File: config.mk
export PLATFORM = sky130hd
export DESIGN_NAME = tactile_matrix_scan_sequencer_flat
export DESIGN_NICKNAME = d
export VERILOG_FILES = /design/src/design/tms_pkg.sv /design/src/design/tms_stream_if.sv /design/src/design/tms_frame_store.sv /design/src/design/tactile_matrix_scan_sequencer.sv /design/src/flat_wrapper.sv
export SDC_FILE = /design/constraint.sdc
export NUM_CORES = 1
export LEC_CHECK = 0
export BUFFER_PORTS_ARGS = -buffer_cell sky130_fd_sc_hd__buf_2
export CAP_MARGIN = 20
export CORE_MARGIN = 1
export CORE_UTILIZATION = 58
export CTS_BUF_LIST = sky130_fd_sc_hd__clkbuf_4
export CTS_CLUSTER_SIZE = 10
export DETAILED_ROUTE_END_ITERATION = 7
export GPL_TIMING_DRIVEN = 0
export PLACE_DENSITY = 0.81
export SLEW_MARGIN = 20
export SYNTH_ARGS = -nofsm -noshare
export SYNTH_HDL_FRONTEND = slang
export SYNTH_SLANG_ARGS = --single-unit
export TNS_END_PERCENT = 1
File: constraint.sdc
create_clock -name clk -period 3.9 [get_ports clk]
set_input_delay 1.17 -clock clk [delete_from_list [all_inputs] [get_ports clk]]
set_output_delay 1.17 -clock clk [all_outputs]
set_load 0.01 [all_outputs]
File: src/design/tms_pkg.sv
`timescale 1ns / 1ps
`default_nettype none
// ---------------------------------------------------------------------------
// tms_pkg: shared types and constants for the tactile matrix scan sequencer
// Channel payloads, opcodes, register indexes and register reset values.
// ---------------------------------------------------------------------------
package tms_pkg;

	// opcodes of an input request
	typedef enum logic [2:0] {
		OP_START  = 3'd0,
		OP_TICK   = 3'd1,
		OP_STOP   = 3'd2,
		OP_RESUME = 3'd3,
		OP_READ   = 3'd4
	} opcode_t;

	// configuration register indexes
	typedef enum logic [7:0] {
		REG_SELECT_COUNT   = 8'd0,
		REG_SELECT_CELLS   = 8'd1,
		REG_ROW_PIN_OFFSET = 8'd2,
		REG_COL_PIN_OFFSET = 8'd3
	} reg_index_t;

	localparam logic [3:0]  LIST_MAX          = 4'd8;
	localparam logic [3:0]  SELECT_COUNT_RST  = 4'd8;
	localparam logic [63:0] SELECT_CELLS_RST  = 64'h7161514130201000;

	typedef struct packed {
		logic [2:0]  opcode;
		logic [11:0] adc_sample;
		logic [3:0]  read_row;
		logic [3:0]  read_col;
	} item_t;

	typedef struct packed {
		logic [3:0]  mux_row_code;
		logic [3:0]  mux_col_code;
		logic        frame_done;
		logic        scan_active;
		logic [11:0] read_value;
	} result_t;

	typedef struct packed {
		logic [7:0]  reg_index;
		logic [63:0] wdata;
	} cfg_t;

	// frame store port controls
	typedef struct packed {
		logic wr_en;
		logic rd_en;
	} store_ctl_t;

endpackage
`default_nettype wire

File: src/design/tms_stream_if.sv
`timescale 1ns / 1ps
`default_nettype none
// ---------------------------------------------------------------------------
// tms_stream_if: valid/ready channel
// Carries one payload of a chosen type per accepted request.
// ---------------------------------------------------------------------------
interface tms_stream_if #(
	parameter type payload_t = logic
);
	logic     valid;
	logic     ready;
	payload_t data;

	modport source (output valid, output data, input ready);
	modport sink (input valid, input data, output ready);
endinterface
`default_nettype wire

File: src/design/tms_frame_store.sv
`timescale 1ns / 1ps
`default_nettype none
// ---------------------------------------------------------------------------
// tms_frame_store: sample memory with per-cell valid bits
// One write and one registered read per cycle; unwritten cells read as zero.
// ---------------------------------------------------------------------------
module tms_frame_store #(
	parameter int CELLS  = 64,
	parameter int DATA_W = 12,
	parameter int ADDR_W = 6
) (
	input  wire logic                clk,
	input  wire logic                arst_n,
	input  wire tms_pkg::store_ctl_t ctl,
	input  wire logic [ADDR_W-1:0]   wr_addr,
	input  wire logic [DATA_W-1:0]   wr_data,
	input  wire logic [ADDR_W-1:0]   rd_addr,
	output logic      [DATA_W-1:0]   rd_data
);

	logic [DATA_W-1:0] mem [CELLS];
	logic [CELLS-1:0]  valid_q;
	logic [DATA_W-1:0] rdata_q;
	logic              rvalid_q;

	always_ff @(posedge clk) begin
		if (ctl.wr_en) begin
			mem[wr_addr] <= wr_data;
		end
		if (ctl.rd_en) begin
			rdata_q <= mem[rd_addr];
		end
	end

	always_ff @(posedge clk or negedge arst_n) begin
		if (!arst_n) begin
			valid_q  <= '0;
			rvalid_q <= 1'b0;
		end else begin
			if (ctl.wr_en) begin
				valid_q[wr_addr] <= 1'b1;
			end
			if (ctl.rd_en) begin
				rvalid_q <= valid_q[rd_addr];
			end
		end
	end

	assign rd_data = rvalid_q ? rdata_q : '0;

endmodule
`default_nettype wire

File: src/design/tactile_matrix_scan_sequencer.sv
`timescale 1ns / 1ps
`default_nettype none
// ---------------------------------------------------------------------------
// tactile_matrix_scan_sequencer: multiplexed tactile sensor matrix scanner
// Walks a select list or the full raster, stores one sample per cell and
// answers cell reads; reports mux codes and scan flags per request.
// ---------------------------------------------------------------------------
//
//  channel  | dir | payload                                        | role
//  ---------+-----+------------------------------------------------+------------------
//  items    | in  | opcode, adc_sample, read_row, read_col         | scan commands
//  results  | out | mux_row_code, mux_col_code, frame_done,        | status per request
//           |     | scan_active, read_value                        |
//  cfg      | in  | reg_index, wdata                               | register writes
//
//  State update and store write happen at the accept edge, and the result
//  lands in the output register at that same edge.
//  A new request is taken every cycle while the output register is empty or
//  being drained; a stalled result blocks only the next request.
//  Reads use the one registered read port of the frame store.
//  Reset clears scan state and the store valid bits; no clearing pass.
//  cfg is always ready.
// ---------------------------------------------------------------------------
module tactile_matrix_scan_sequencer #(
	parameter int ARRAY_ROWS  = 8,
	parameter int ARRAY_COLS  = 8,
	parameter int SAMPLE_BITS = 12
) (
	input  wire logic    clk,
	input  wire logic    arst_n,
	tms_stream_if.sink   items,
	tms_stream_if.source results,
	tms_stream_if.sink   cfg
);

	localparam int CELLS  = ARRAY_ROWS * ARRAY_COLS;
	localparam int ADDR_W = (CELLS > 1) ? $clog2(CELLS) : 1;

	// last row / column as 4-bit codes for the raster walk
	localparam logic [3:0] LAST_ROW = 4'(ARRAY_ROWS - 1);
	localparam logic [3:0] LAST_COL = 4'(ARRAY_COLS - 1);
	localparam logic [4:0] ROWS_5   = 5'(ARRAY_ROWS);
	localparam logic [4:0] COLS_5   = 5'(ARRAY_COLS);
	localparam logic [8:0] COLS_9   = 9'(ARRAY_COLS);

	// configuration registers
	logic [3:0]  select_count_q;
	logic [63:0] select_cells_q;
	logic [3:0]  row_pin_offset_q;
	logic [3:0]  col_pin_offset_q;

	// scan state
	logic [3:0] cur_row_q;
	logic [3:0] cur_col_q;
	logic [2:0] list_pos_q;
	logic       done_q;
	logic       running_q;

	// output register
	logic                  out_valid_q;
	logic [3:0]            mux_row_q;
	logic [3:0]            mux_col_q;
	logic                  frame_done_q;
	logic                  scan_active_q;
	logic                  rd_hit_q;

	logic                  accept;
	tms_pkg::item_t        item;
	logic [3:0]            eff_count;
	logic                  list_mode;
	logic [3:0]            pos_inc;
	logic [2:0]            adv_pos;
	logic [7:0]            adv_entry;
	logic [3:0]            nxt_row;
	logic [3:0]            nxt_col;
	logic [2:0]            nxt_pos;
	logic                  nxt_done;
	logic                  nxt_running;
	logic                  cur_in_array;
	logic                  rd_in_array;
	tms_pkg::store_ctl_t   store_ctl;
	logic [8:0]            wr_addr_w;
	logic [8:0]            rd_addr_w;
	logic [SAMPLE_BITS-1:0] store_rd_data;

	assign item   = items.data;
	assign accept = items.valid && items.ready;

	// skid-free output register: next request enters when the slot frees up
	assign items.ready = !out_valid_q || results.ready;
	assign cfg.ready   = 1'b1;

	// -----------------------------------------------------------------------
	// configuration writes
	// -----------------------------------------------------------------------
	always_ff @(posedge clk or negedge arst_n) begin
		if (!arst_n) begin
			select_count_q   <= tms_pkg::SELECT_COUNT_RST;
			select_cells_q   <= tms_pkg::SELECT_CELLS_RST;
			row_pin_offset_q <= '0;
			col_pin_offset_q <= '0;
		end else if (cfg.valid) begin
			case (cfg.data.reg_index)
				tms_pkg::REG_SELECT_COUNT:   select_count_q   <= cfg.data.wdata[3:0];
				tms_pkg::REG_SELECT_CELLS:   select_cells_q   <= cfg.data.wdata;
				tms_pkg::REG_ROW_PIN_OFFSET: row_pin_offset_q <= cfg.data.wdata[3:0];
				tms_pkg::REG_COL_PIN_OFFSET: col_pin_offset_q <= cfg.data.wdata[3:0];
				default: ;
			endcase
		end
	end

	// -----------------------------------------------------------------------
	// scan position logic
	// -----------------------------------------------------------------------
	// counts above eight clamp to the list length
	assign eff_count = (select_count_q > tms_pkg::LIST_MAX) ? tms_pkg::LIST_MAX
		: select_count_q;
	assign list_mode = (eff_count != 4'd0);

	// list advance: a position at or past the count wraps and ends the frame
	assign pos_inc   = {1'b0, list_pos_q} + 4'd1;
	assign adv_pos   = (pos_inc >= eff_count) ? 3'd0 : pos_inc[2:0];
	assign adv_entry = select_cells_q[{adv_pos, 3'b000} +: 8];

	assign cur_in_array = ({1'b0, cur_row_q} < ROWS_5) && ({1'b0, cur_col_q} < COLS_5);
	assign rd_in_array  = ({1'b0, item.read_row} < ROWS_5)
		&& ({1'b0, item.read_col} < COLS_5);

	always_comb begin
		nxt_row     = cur_row_q;
		nxt_col     = cur_col_q;
		nxt_pos     = list_pos_q;
		nxt_done    = done_q;
		nxt_running = running_q;
		store_ctl   = '0;
		case (item.opcode)
			tms_pkg::OP_START: begin
				if (list_mode) begin
					nxt_pos = 3'd0;
					nxt_row = select_cells_q[7:4];
					nxt_col = select_cells_q[3:0];
				end else begin
					nxt_row = 4'd0;
					nxt_col = 4'd0;
				end
				nxt_done    = 1'b0;
				nxt_running = 1'b1;
			end
			tms_pkg::OP_TICK: begin
				if (running_q) begin
					store_ctl.wr_en = accept && cur_in_array;
					if (list_mode) begin
						nxt_pos = adv_pos;
						nxt_row = adv_entry[7:4];
						nxt_col = adv_entry[3:0];
						if (pos_inc >= eff_count) begin
							nxt_done    = 1'b1;
							nxt_running = 1'b0;
						end
					end else if (cur_col_q >= LAST_COL) begin
						// end of row; out-of-array columns also wrap here
						nxt_col = 4'd0;
						if (cur_row_q >= LAST_ROW) begin
							nxt_row     = 4'd0;
							nxt_done    = 1'b1;
							nxt_running = 1'b0;
						end else begin
							nxt_row = cur_row_q + 4'd1;
						end
					end else begin
						nxt_col = cur_col_q + 4'd1;
					end
				end
			end
			tms_pkg::OP_STOP: begin
				nxt_running = 1'b0;
			end
			tms_pkg::OP_RESUME: begin
				nxt_done    = 1'b0;
				nxt_running = 1'b1;
			end
			tms_pkg::OP_READ: begin
				store_ctl.rd_en = accept && rd_in_array;
			end
			default: ;
		endcase
	end

	always_ff @(posedge clk or negedge arst_n) begin
		if (!arst_n) begin
			cur_row_q  <= '0;
			cur_col_q  <= '0;
			list_pos_q <= '0;
			done_q     <= 1'b0;
			running_q  <= 1'b0;
		end else if (accept) begin
			cur_row_q  <= nxt_row;
			cur_col_q  <= nxt_col;
			list_pos_q <= nxt_pos;
			done_q     <= nxt_done;
			running_q  <= nxt_running;
		end
	end

	// -----------------------------------------------------------------------
	// frame store
	// -----------------------------------------------------------------------
	assign wr_addr_w = 9'(cur_row_q) * COLS_9 + 9'(cur_col_q);
	assign rd_addr_w = 9'(item.read_row) * COLS_9 + 9'(item.read_col);

	tms_frame_store #(
		.CELLS  (CELLS),
		.DATA_W (SAMPLE_BITS),
		.ADDR_W (ADDR_W)
	) u_store (
		.clk     (clk),
		.arst_n  (arst_n),
		.ctl     (store_ctl),
		.wr_addr (wr_addr_w[ADDR_W-1:0]),
		.wr_data (SAMPLE_BITS'(item.adc_sample)),
		.rd_addr (rd_addr_w[ADDR_W-1:0]),
		.rd_data (store_rd_data)
	);

	// -----------------------------------------------------------------------
	// result register: status after the request
	// -----------------------------------------------------------------------
	always_ff @(posedge clk or negedge arst_n) begin
		if (!arst_n) begin
			out_valid_q <= 1'b0;
			rd_hit_q    <= 1'b0;
		end else if (items.ready) begin
			out_valid_q <= items.valid;
			if (accept) begin
				rd_hit_q <= store_ctl.rd_en;
			end
		end
	end

	always_ff @(posedge clk) begin
		if (accept) begin
			mux_row_q     <= nxt_row + row_pin_offset_q;
			mux_col_q     <= nxt_col + col_pin_offset_q;
			frame_done_q  <= nxt_done;
			scan_active_q <= nxt_running;
		end
	end

	assign results.valid             = out_valid_q;
	assign results.data.mux_row_code = mux_row_q;
	assign results.data.mux_col_code = mux_col_q;
	assign results.data.frame_done   = frame_done_q;
	assign results.data.scan_active  = scan_active_q;
	assign results.data.read_value   = rd_hit_q ? 12'(store_rd_data) : 12'd0;

	// -----------------------------------------------------------------------
	// assertions
	// -----------------------------------------------------------------------
	// frame end always stops the scan; start/resume clear done
	a_done_not_running: assert property (@(posedge clk) disable iff (!arst_n)
		!(done_q && running_q))
		else $error("frame done while scan running");

	// the store is written only by ticks of a running scan
	a_write_when_running: assert property (@(posedge clk) disable iff (!arst_n)
		store_ctl.wr_en |-> (running_q && item.opcode == tms_pkg::OP_TICK))
		else $error("store write outside a running tick");

	// a tick while stopped leaves the position alone
	a_idle_tick_holds: assert property (@(posedge clk) disable iff (!arst_n)
		(accept && item.opcode == tms_pkg::OP_TICK && !running_q)
		|=> ($stable(cur_row_q) && $stable(cur_col_q) && $stable(list_pos_q)))
		else $error("stopped tick moved the scan position");

	// only read requests return data
	a_read_value_zero: assert property (@(posedge clk) disable iff (!arst_n)
		(accept && item.opcode != tms_pkg::OP_READ) |=> (results.data.read_value == 12'd0))
		else $error("nonzero read value on a non-read request");

endmodule
`default_nettype wire

File: src/flat_wrapper.sv
// flat-port wrapper written by rule: the top's interface ports become plain ports
module tactile_matrix_scan_sequencer_flat 
#(
	parameter int ARRAY_ROWS  = 8,
	parameter int ARRAY_COLS  = 8,
	parameter int SAMPLE_BITS = 12
)
  (clk, arst_n, items_valid, items_data, items_ready, results_valid, results_data, results_ready, cfg_valid, cfg_data, cfg_ready);
  tms_stream_if #(.payload_t(tms_pkg::item_t)) items_i ();
  tms_stream_if #(.payload_t(tms_pkg::result_t)) results_i ();
  tms_stream_if #(.payload_t(tms_pkg::cfg_t)) cfg_i ();
  input  wire logic clk;
  input  wire logic arst_n;
  input wire logic [$bits(items_i.valid)-1:0] items_valid;
  input wire logic [$bits(items_i.data)-1:0] items_data;
  output wire logic [$bits(items_i.ready)-1:0] items_ready;
  output wire logic [$bits(results_i.valid)-1:0] results_valid;
  output wire logic [$bits(results_i.data)-1:0] results_data;
  input wire logic [$bits(results_i.ready)-1:0] results_ready;
  input wire logic [$bits(cfg_i.valid)-1:0] cfg_valid;
  input wire logic [$bits(cfg_i.data)-1:0] cfg_data;
  output wire logic [$bits(cfg_i.ready)-1:0] cfg_ready;
  assign items_i.valid = items_valid;
  assign items_i.data = items_data;
  assign items_ready = items_i.ready;
  assign results_valid = results_i.valid;
  assign results_data = results_i.data;
  assign results_i.ready = results_ready;
  assign cfg_i.valid = cfg_valid;
  assign cfg_i.data = cfg_data;
  assign cfg_ready = cfg_i.ready;
  tactile_matrix_scan_sequencer #(.ARRAY_ROWS(ARRAY_ROWS), .ARRAY_COLS(ARRAY_COLS), .SAMPLE_BITS(SAMPLE_BITS)) u_core (.clk(clk), .arst_n(arst_n), .items(items_i), .results(results_i), .cfg(cfg_i));
endmodule
==> results.sh, run 1 <==
export IMPL_power_density_nw_per_um2=499
export IMPL_vias=20800
export IMPL_holdWs_ns=0.322
export IMPL_cp_data_required_time_ns=4.58
export IMPL_avgSynthCellArea_um2=20.4
export IMPL_yosysSeqAreaShare_pct=72.9
export IMPL_cts_sinks=946
export IMPL_rsz0062_at_grt="yes"
export IMPL_dp_cells=2834
export IMPL_portBuffers=119
export IMPL_cts_tree="yes"
export IMPL_max_freq_mhz=256
export IMPL_post_route_period_util_pct=100
export IMPL_synth_top_flop_cell="edfxtp_1"
export IMPL_finalHoldViolCount=0
export IMPL_first_iter_violations=2568
export IMPL_async_flop_share_pct=16.5
export IMPL_synth_cells=1856
export IMPL_dpl_hpwl_um=58200
export IMPL_cts_inserted_buffers=222
export IMPL_syn_nets=1975
export IMPL_finalSetupViolCount=8
export IMPL_worst_skew_pair_late_latency_ns=1.06
export IMPL_start_util_pct=58.8
export IMPL_maxCapViolCount=0
export IMPL_drive_above_1_share_pct=38.3
export IMPL_synth_area_leaders="edfxtp_1, mux4_2, dfrtp_1"
export IMPL_drv_slew=0
export IMPL_first_pass_iters=5
export IMPL_p_leak_uw=0.0150
export IMPL_status="finished, violations left"
export IMPL_ant_nets=0
export IMPL_overflow=0
export IMPL_grt_pass1_vias=21400
export IMPL_vdd_drop_max_uv=301
export IMPL_synth_warnings=0
export IMPL_fillers=4058
export IMPL_hold_class="primary input to flip-flop"
export IMPL_violations="setup timing"
export IMPL_tightest_slew_ns=1.18
export IMPL_synth_commonest_cells="edfxtp_1, mux4_2, dfrtp_1"
export IMPL_syn_to_final_growth_pct=13.5
export IMPL_drc=0
export IMPL_synth_edff_count=790
export IMPL_fin_ws_ns=-0.00852
export IMPL_clock_path_buffers=3
export IMPL_fp_dieH_um=258
export IMPL_h_tree_depth=4
export IMPL_fp_coreArea_um2=64500
export IMPL_cp_max_fo=17
export IMPL_syn_cell_area_um2=37900
export IMPL_final_cells=3264
export IMPL_synth_cell_types=72
export IMPL_startpoint_type="flip-flop"
export IMPL_clk_pin_slew_ns=0.07
export IMPL_wl_um=90800
export IMPL_path_class="flip-flop to flip-flop"
export IMPL_yosysMostFrequentCell="edfxtp_1"
export IMPL_io_pin_count=125
export IMPL_synth_top_cell_by_area="edfxtp_1"
export IMPL_synth_top_area_share_pct=62.6
export IMPL_rows=93
export IMPL_worstSetupEndpointType="flip-flop"
export IMPL_critical_path_arrival_ns=4.59
export IMPL_grt_pass1_wl_um=135000
export IMPL_die_area_um2=66400
export IMPL_grtUsageTotal_pct=28.2
export IMPL_nets=2332
export IMPL_die_w_um=258
export IMPL_ys_ff_latch=946
export IMPL_clockRootBuffer="clkbuf_4"
export IMPL_wl_per_cell_um=27.8
export IMPL_viasPerCell=6.38
export IMPL_slew_headroom_pct=21.4
export IMPL_globalplace_congestion=0.885
export IMPL_finalCriticalPeriod_ns=3.91
export IMPL_skew_ns=0.0692
export IMPL_antenna_found_initial=4
export IMPL_fin_util_pct=66.7
export IMPL_grt_max_degree=99
[cell families after synthesis]
kind of cell	synth area share, %
flip-flops	72.9
multiplexers	18.2
AO/OA/AOI/OAI	3.81
AND/OR/NAND/NOR	2.63
buffers and inverters	1.53
adder cells (fa/ha/maj)	0.667
XOR/XNOR	0.254
other	0.00989
[power breakdown]
part           internal [uW]  switching, uW  total, uW  leakage [uW]
clock network           4150           3950       8100       0.00175
registers              11100           93.0      11200       0.00918
logic                    782           1420       2200       0.00410
[metal layers]
metal	global-route usage (%)	up-vias	wire, um
met5	0.499	-	54
met4	10.9	4	3100
met3	7.92	221	9460
met2	43.7	1382	43700
met1	38.4	10700	34500
li1	-	8556	-
[worst paths after layout]
path | from | end | slack [ns] | depth (start not counted)
worst max-delay path | u_core.results.valid$_DFFE_PN0N_ | u_core.u_store.mem[36][10]$_DFFE_PP_ | -0.009 | 8
worst min-delay path | cfg_data[11] | u_core.select_cells_q[11]$_DFFE_PN0P_ | 0.32 | 2
worst max register to register | u_core.results.valid$_DFFE_PN0N_ | u_core.u_store.mem[36][10]$_DFFE_PP_ | -0.009 | 8
worst min register to register | u_core.u_store.valid_q[24]$_DFFE_PN0P_ | u_core.u_store.valid_q[24]$_DFFE_PN0P_ | 0.48 | 1
max in group asynchronous | arst_n | u_core.u_store.valid_q[3]$_DFFE_PN0P_ | 2.38 | 3
min in group asynchronous | arst_n | u_core.select_cells_q[10]$_DFFE_PN0P_ | 0.63 | 2
[stage by stage]
step | setup WS, ns | TNS (ns) | cell area, um2 | power (uW)
global route | -0.138 | -9.96 | 43000 | 22200
detailed placement | -1.13 | -651.82 | 39700 | 13400
global placement | -1.08 | -718.71 | 39600 | 13300
floorplan | 0.0691 | 0 | 37900 | 12600
CTS | -0.241 | -0.914 | 42800 | 21500
finish | -0.00852 | -0.0382 | 43000 | 21500
[sequential cells by signal (all words and copies together), names as in the netlist]
register	count
u_core.u_store.mem	768
u_core.select_cells_q	64
u_core.u_store.valid_q	64
u_core.u_store.rdata_q	12
u_core.col_pin_offset_q	4
u_core.cur_col_q	4
u_core.cur_row_q	4
u_core.mux_col_q	4
u_core.mux_row_q	4
u_core.row_pin_offset_q	4
u_core.select_count_q	4
u_core.list_pos_q	3
u_core.done_q	1
u_core.frame_done_q	1
u_core.rd_hit_q	1
u_core.results.valid	1
u_core.running_q	1
u_core.scan_active_q	1
u_core.u_store.rvalid_q	1
[critical path: stages, from the launching register on]
cell and delay [ns]:
dfrtp_1 0.38, nand2b_1 0.11, nand2_1 0.32, inv_2 0.45, nand2b_1 0.21, nor4_2 0.32, nand2_1 0.31, clkbuf_1 0.56
nor2_2 0.87
[repair_timing]
| item | CTS | global route |
|---|---|---|
| endpoints found under the setup margin | 456 | 239 |
| pin swaps | 1 | 5 |
| resized for setup | 48 | 17 |
| setup buffers | 3 | 3 |
| cloned | 0 | 0 |
| endpoints found under the hold margin | 42 | 0 |
| hold buffers | 1 | 0 |
[area by class of cell]
| cell class | instances | area [um2] | share of cell area (%) |
|---|---|---|---|
| antenna | 2 | 5.00 | 0.0116 |
| inverter | 8 | 32.5 | 0.0756 |
| clock inverter | 84 | 465 | 1.08 |
| sequential | 946 | 27600 | 64.3 |
| buffer | 108 | 553 | 1.29 |
| tap | 855 | 1070 | 2.49 |
| timing repair buffer | 133 | 793 | 1.84 |
| multi-input combinational | 794 | 9950 | 23.1 |
| clock buffer | 334 | 2510 | 5.83 |
[layout by cell type (no fill, tap or decap), types with 24 or more instances in the layout]
master,n
buf_2,139
buf_4,24
clkbuf_1,55
clkbuf_4,334
clkinv_1,61
dfrtp_1,138
edfxtp_1,790
mux2_1,60
mux4_2,262
nand2_1,44
nor2_1,33
nor2_2,62
o21bai_1,64
o22ai_1,30
Power figures use the tool's default switching activity.
==> inputs of run 2 (changes only) <==
--- a/config.mk
+++ b/config.mk
@@ -5,15 +5,16 @@
 export SDC_FILE = /design/constraint.sdc
 export NUM_CORES = 1
 export LEC_CHECK = 0
+export ABC_CLOCK_PERIOD_IN_PS = 4500
 export BUFFER_PORTS_ARGS = -buffer_cell sky130_fd_sc_hd__buf_2
 export CAP_MARGIN = 20
 export CORE_MARGIN = 1
-export CORE_UTILIZATION = 58
+export CORE_UTILIZATION = 60
 export CTS_BUF_LIST = sky130_fd_sc_hd__clkbuf_4
 export CTS_CLUSTER_SIZE = 10
 export DETAILED_ROUTE_END_ITERATION = 7
 export GPL_TIMING_DRIVEN = 0
-export PLACE_DENSITY = 0.81
+export PLACE_DENSITY = 0.8
 export SLEW_MARGIN = 20
 export SYNTH_ARGS = -nofsm -noshare
 export SYNTH_HDL_FRONTEND = slang
==> constraint.sdc (replaced) <==
create_clock -name clk -period 4.5 [get_ports clk]
set_input_delay 1.35 -clock clk [delete_from_list [all_inputs] [get_ports clk]]
set_output_delay 1.35 -clock clk [all_outputs]
set_load 0.01 [all_outputs]
==> results.sh, run 2 (synthesized netlist as in run 1, its figures left out) <==
export IMPL_status="finished clean"
export IMPL_finalCriticalPeriod_ns=4.37
export IMPL_globalplace_congestion=0.931
export IMPL_max_freq_mhz=229
export IMPL_drive_above_1_share_pct=38.4
export IMPL_cp_data_required_time_ns=5.39
export IMPL_start_util_pct=61.1
export IMPL_die_area_um2=64200
export IMPL_slew_headroom_pct=26.2
export IMPL_tightest_slew_ns=1.10
export IMPL_grt_max_degree=90
export IMPL_syn_to_final_growth_pct=13.1
export IMPL_seq_power_share_pct=51.9
export IMPL_critical_path_arrival_ns=5.26
export IMPL_die_w_um=253
export IMPL_io_pin_count=125
export IMPL_r2r_slack_ns=0.13
export IMPL_portBuffers=119
export IMPL_cp_max_fo=10
export IMPL_antenna_found_initial=3
export IMPL_drv_slew=0
export IMPL_vdd_drop_max_uv=308
export IMPL_layout_commonest_cell="edfxtp_1"
export IMPL_reg2reg_to="u_core.mux_row_q[3]$_DFFE_PP_"
export IMPL_dp_cells=2814
export IMPL_wl_um=89100
export IMPL_comb_power_share_pct=9.9
export IMPL_fp_coreArea_um2=62100
export IMPL_cts_tree="yes"
export IMPL_post_dp_cell_area_um2=39700
export IMPL_largest_reg_flops=768
export IMPL_drc=0
export IMPL_ff2ff_path_depth=17
export IMPL_cts_inserted_buffers=222
export IMPL_viasPerCell=6.43
export IMPL_nets=2324
export IMPL_p_int_uw=14000
export IMPL_rsz0062_at_grt="no"
export IMPL_h_tree_depth=4
export IMPL_hold_class="primary input to async pin"
export IMPL_first_iter_violations=2814
export IMPL_p_total_uw=18700
export IMPL_rows=91
export IMPL_worst_skew_pair_late_latency_ns=1.11
export IMPL_endpoint="u_core.mux_row_q[3]$_DFFE_PP_"
export IMPL_swShare_pct=25.0
export IMPL_path_class="flip-flop to flip-flop"
export IMPL_grt_pass1_vias=20800
export IMPL_clock_power_share_pct=38.1
export IMPL_switchingPower_uw=4670
export IMPL_maxCapViolCount=0
export IMPL_finalSetupViolCount=0
export IMPL_top_register="u_core.u_store.mem"
export IMPL_cts_sinks=946
export IMPL_vias=20800
export IMPL_dpl_hpwl_um=57600
export IMPL_grtUsageTotal_pct=28.8
export IMPL_finalHoldViolCount=0
export IMPL_clockRootBuffer="clkbuf_4"
export IMPL_overflow=0
export IMPL_fin_util_pct=69.1
export IMPL_startpoint_type="flip-flop"
export IMPL_ant_nets=0
export IMPL_p_leak_uw=0.0150
export IMPL_power_density_nw_per_um2=435
export IMPL_final_cell_mix="edfxtp_1, clkbuf_4, mux4_2"
export IMPL_worstSetupEndpointType="flip-flop"
export IMPL_final_cells=3232
export IMPL_reg2reg_from="u_core.list_pos_q[0]$_DFFE_PN0P_"
export IMPL_skew_ns=0.0691
export IMPL_wl_per_cell_um=27.6
export IMPL_reg_largest_list="u_core.u_store.mem x768, u_core.select_cells_q x64, u_core.u_store.valid_q x64"
export IMPL_cp_startpoint="u_core.list_pos_q[0]$_DFFE_PN0P_"
export IMPL_fp_dieH_um=253
export IMPL_post_route_period_util_pct=97.2
export IMPL_finish_instance_area_um2=42900
export IMPL_first_pass_iters=6
export IMPL_grt_pass1_wl_um=132000
export IMPL_clock_path_buffers=3
export IMPL_clk_pin_slew_ns=0.07
-- run 2: layer usage --
metal | up-vias | global-route usage (%) | routed length [um]
li1 | 8548 | - | -
met5 | - | 0 | 0
met3 | 164 | 7.67 | 9890
met4 | 0 | 9.56 | 2200
met2 | 1395 | 44.1 | 42900
met1 | 10700 | 40.9 | 34100
-- run 2: repair_timing --
item,CTS,global route
setup endpoints to repair,1,1
setup buffers,0,3
resized for setup,4,5
hold buffers,0,0
gates cloned,0,0
-- run 2: through the flow --
step / worst slack (ns) / hold slack [ns] / TNS [ns]
6_report: 0.127 / 0.237 / 0
5_1_grt: 0.0207 / 0.202 / 0
4_1_cts: 0.0897 / 0.151 / 0
3_5_place_dp: -0.662 / 0.457 / -332.91
3_3_place_gp: -0.553 / 0.452 / -320.89
2_1_floorplan: 0.579 / 0.438 / 0
-- run 2: power groups by stage --
stage	combinational (uW)	sequential, uW	clock (uW)
floorplan	1090	9860	0
global placement	1680	9870	0
detailed placement	1760	9880	0
CTS	1780	9690	7200
global route	1970	9700	7620
finish	1860	9690	7120
-- run 2: cell type report --
class / count / area [um2]
Multi-Input combinational cell: 794 / 9890
Buffer: 108 / 553
Clock inverter: 63 / 427
Tap cell: 837 / 1050
Fill cell: 3812 / 19200
Clock buffer: 342 / 2570
Inverter: 8 / 30.0
Timing Repair Buffer: 125 / 708
Antenna cell: 9 / 22.5
Sequential cell: 946 / 27600
-- run 2: how the worst min path moves through the flow --
stage                                                         to  slack [ns]                              startpoint
after floorplan           u_core.u_store.valid_q[12]$_DFFE_PN0P_        0.44  u_core.u_store.valid_q[12]$_DFFE_PN0P_
after global placement    u_core.u_store.valid_q[49]$_DFFE_PN0P_        0.45  u_core.u_store.valid_q[49]$_DFFE_PN0P_
after detailed placement  u_core.u_store.valid_q[29]$_DFFE_PN0P_        0.46  u_core.u_store.valid_q[29]$_DFFE_PN0P_
after CTS                  u_core.select_cells_q[34]$_DFFE_PN0P_        0.15                                  arst_n
after global routing       u_core.select_cells_q[49]$_DFFE_PN0P_        0.20                                  arst_n
final                      u_core.select_cells_q[23]$_DFFE_PN0P_        0.24                                  arst_n
-- run 2: critical path: stages (launching register included) --
cell and delay [ns]:
dfrtp_1 0.44, ha_1 0.29, xnor2_4 0.23, inv_2 0.15, ha_1 0.33, and2_1 0.26, a21oi_4 0.11, buf_4 0.15
a221oi_1 0.39, o2bb2ai_1 0.15, a21oi_2 0.28, ha_1 0.29, a21o_1 0.17, a21oi_1 0.23, xnor2_2 0.20, nand2b_1 0.18
o221ai_1 0.12, nor3_1 0.23
==> inputs of run 3 (changes only) <==
--- a/config.mk
+++ b/config.mk
@@ -5,15 +5,15 @@
 export SDC_FILE = /design/constraint.sdc
 export NUM_CORES = 1
 export LEC_CHECK = 0
-export ABC_CLOCK_PERIOD_IN_PS = 4500
+export ABC_CLOCK_PERIOD_IN_PS = 4400
 export BUFFER_PORTS_ARGS = -buffer_cell sky130_fd_sc_hd__buf_2
 export CAP_MARGIN = 20
 export CORE_MARGIN = 1
 export CORE_UTILIZATION = 60
-export CTS_BUF_LIST = sky130_fd_sc_hd__clkbuf_4
+export CTS_BUF_LIST = sky130_fd_sc_hd__clkbuf_8 sky130_fd_sc_hd__clkbuf_16
 export CTS_CLUSTER_SIZE = 10
 export DETAILED_ROUTE_END_ITERATION = 7
-export GPL_TIMING_DRIVEN = 0
+export GPL_TIMING_DRIVEN = 1
 export PLACE_DENSITY = 0.8
 export SLEW_MARGIN = 20
 export SYNTH_ARGS = -nofsm -noshare
==> constraint.sdc (replaced) <==
create_clock -name clk -period 4.4 [get_ports clk]
set_input_delay 1.32 -clock clk [delete_from_list [all_inputs] [get_ports clk]]
set_output_delay 1.32 -clock clk [all_outputs]
set_load 0.01 [all_outputs]
==> results.sh, run 3 (synthesized netlist as in run 1, its figures left out) <==
export IMPL_rows=91
export IMPL_switchingPower_uw=4520
export IMPL_drc=0
export IMPL_viasPerCell=6.82
export IMPL_swShare_pct=23.4
export IMPL_cp_common_cell="a21oi_1"
export IMPL_clk_pin_slew_ns=0.06
export IMPL_start_util_pct=61.1
export IMPL_tightest_slew_ns=0.871
export IMPL_cp_max_fo=23
export IMPL_wl_um=92900
export IMPL_clockRootBuffer="clkbuf_16"
export IMPL_comb_power_share_pct=9.3
export IMPL_diodes=0
export IMPL_worst_skew_pair_late_latency_ns=0.65
export IMPL_cts_hold_fix_buffers=0
export IMPL_clock_path_buffers=3
export IMPL_maxCapViolCount=0
export IMPL_final_cells=2973
export IMPL_slowest_delay_ns=0.43
export IMPL_path_class="flip-flop to flip-flop"
export IMPL_status="finished clean"
export IMPL_first_iter_violations=2691
export IMPL_cts_tree="yes"
export IMPL_largest_reg_flops=768
export IMPL_post_route_period_util_pct=91.1
export IMPL_clock_power_share_pct=39.2
export IMPL_max_freq_mhz=249
export IMPL_syn_to_final_growth_pct=13.5
export IMPL_h_tree_depth=3
export IMPL_grt_pass1_vias=20800
export IMPL_skew_ns=0.0190
export IMPL_finalCriticalPeriod_ns=4.01
export IMPL_crit_buf_inv=1
export IMPL_fin_util_pct=69.3
export IMPL_cts_inserted_buffers=105
export IMPL_finalHoldViolCount=0
export IMPL_finalSetupViolCount=0
export IMPL_p_int_uw=14800
export IMPL_ant_nets=0
export IMPL_dpl_hpwl_um=53500
export IMPL_grt_pass1_wl_um=137000
export IMPL_slew_headroom_pct=41.7
export IMPL_drv_slew=0
export IMPL_setup_tns_final_ns=0
export IMPL_crit_family="compound AO/OA/AOI/OAI gates"
export IMPL_rsz0062_at_grt="no"
export IMPL_drive_above_1_share_pct=31.2
export IMPL_first_pass_iters=8
export IMPL_crit_chain="buf_4 -> and3_1 -> ha_1 -> a21oi_1 -> o21ai_0 -> a21oi_1 -> o22ai_1 -> a211oi_1 -> o21a_1 -> ha_1 -> a21o_1 -> a21oi_1 -> xor2_1 -> xnor2_1"
export IMPL_vdd_drop_max_uv=384
export IMPL_die_w_um=253
export IMPL_dp_cells=2830
export IMPL_critical_path_arrival_ns=4.39
export IMPL_top_register="u_core.u_store.mem"
export IMPL_grtUsageTotal_pct=29.9
export IMPL_final_cell_mix="edfxtp_1, mux4_2, dfrtp_1"
export IMPL_vias=20300
export IMPL_reg_largest_list="u_core.u_store.mem x768, u_core.select_cells_q x64, u_core.u_store.valid_q x64"
export IMPL_seq_power_share_pct=51.6
export IMPL_nets=2219
export IMPL_cp_data_required_time_ns=4.78
export IMPL_globalplace_congestion=0.935
export IMPL_worstSetupEndpointType="flip-flop"
export IMPL_hold_class="flip-flop to flip-flop"
export IMPL_layout_commonest_cell="edfxtp_1"
export IMPL_antenna_found_initial=2
export IMPL_p_leak_uw=0.0151
export IMPL_cts_sinks=946
export IMPL_fp_coreArea_um2=62100
export IMPL_grt_max_degree=99
export IMPL_fp_dieH_um=253
export IMPL_die_area_um2=64200
export IMPL_cts_setup_buffers=0
export IMPL_power_density_nw_per_um2=449
export IMPL_io_pin_count=125
export IMPL_portBuffers=123
export IMPL_cp_slowest_cell="a21oi_1"
export IMPL_ctsResizeCount=0
export IMPL_overflow=0
export IMPL_wl_per_cell_um=31.2
export IMPL_startpoint_type="flip-flop"
run 3: layer usage:
| layer | track usage (%) | vias to the layer above | routed length [um] |
|---|---|---|---|
| met2 | 46.6 | 1490 | 44600 |
| li1 | - | 8097 | - |
| met3 | 6.48 | 185 | 10200 |
| met5 | 0 | - | 12 |
| met1 | 43.1 | 10500 | 35500 |
| met4 | 8.71 | 2 | 2510 |
run 3: power by group through the flow:
| stage | Sequential, uW | Combinational (uW) | Clock [uW] |
|---|---|---|---|
| after global routing | 9970 | 1900 | 7960 |
| final | 9970 | 1790 | 7570 |
| after CTS | 9960 | 1770 | 7670 |
| after global placement | 10100 | 1690 | 0 |
| after floorplan | 10100 | 1110 | 0 |
| after detailed placement | 10100 | 1740 | 0 |
run 3: path summary, 6_finish.rpt:
kind,start,endpoint,slack (ns),depth (start not counted)
setup / recovery,u_core.list_pos_q[0]$_DFFE_PN0P_,u_core.mux_col_q[3]$_DFFE_PP_,0.39,14
hold / removal,u_core.u_store.valid_q[44]$_DFFE_PN0P_,u_core.u_store.valid_q[44]$_DFFE_PN0P_,0.47,1
setup reg to reg,u_core.list_pos_q[0]$_DFFE_PN0P_,u_core.mux_col_q[3]$_DFFE_PP_,0.39,14
hold reg to reg,u_core.u_store.valid_q[44]$_DFFE_PN0P_,u_core.u_store.valid_q[44]$_DFFE_PN0P_,0.47,1
max in group asynchronous,arst_n,u_core.select_cells_q[53]$_DFFE_PN1P_,2.82,2
min in group asynchronous,arst_n,u_core.select_cells_q[26]$_DFFE_PN0P_,0.66,1
run 3: cell type report:
class                           instances  area, um2
Clock buffer                          108       2690
Clock inverter                         35        155
Fill cell                            3595      19000
Inverter                                8       30.0
Multi-Input combinational cell        794       9680
Sequential cell                       946      27600
Tap cell                              837       1050
Timing Repair Buffer                  245       1760
run 3: worst reg2reg max path: cells and delay by family (launching register included):
| kind | cells | cell delay, ns |
|---|---|---|
| XOR/XNOR | 2 | 0.29 |
| flip-flops | 1 | 0.38 |
| AND/OR/NAND/NOR | 1 | 0.23 |
| AO/OA/AOI/OAI | 8 | 2.01 |
| buffers and inverters | 1 | 0.24 |
| adder cells (fa/ha/maj) | 2 | 0.58 |
run 3: stage by stage:
stage          total power (uW)  hold slack, ns  setup WS [ns]  cell area [um2]
2_1_floorplan             11200           0.438          0.479            37900
3_3_place_gp              11800           0.452          0.417            40100
3_5_place_dp              11900           0.457          0.268            40100
4_1_cts                   19400           0.473          0.448            43000
5_1_grt                   19800           0.490          0.145            43000
6_report                  19300           0.470          0.392            43000
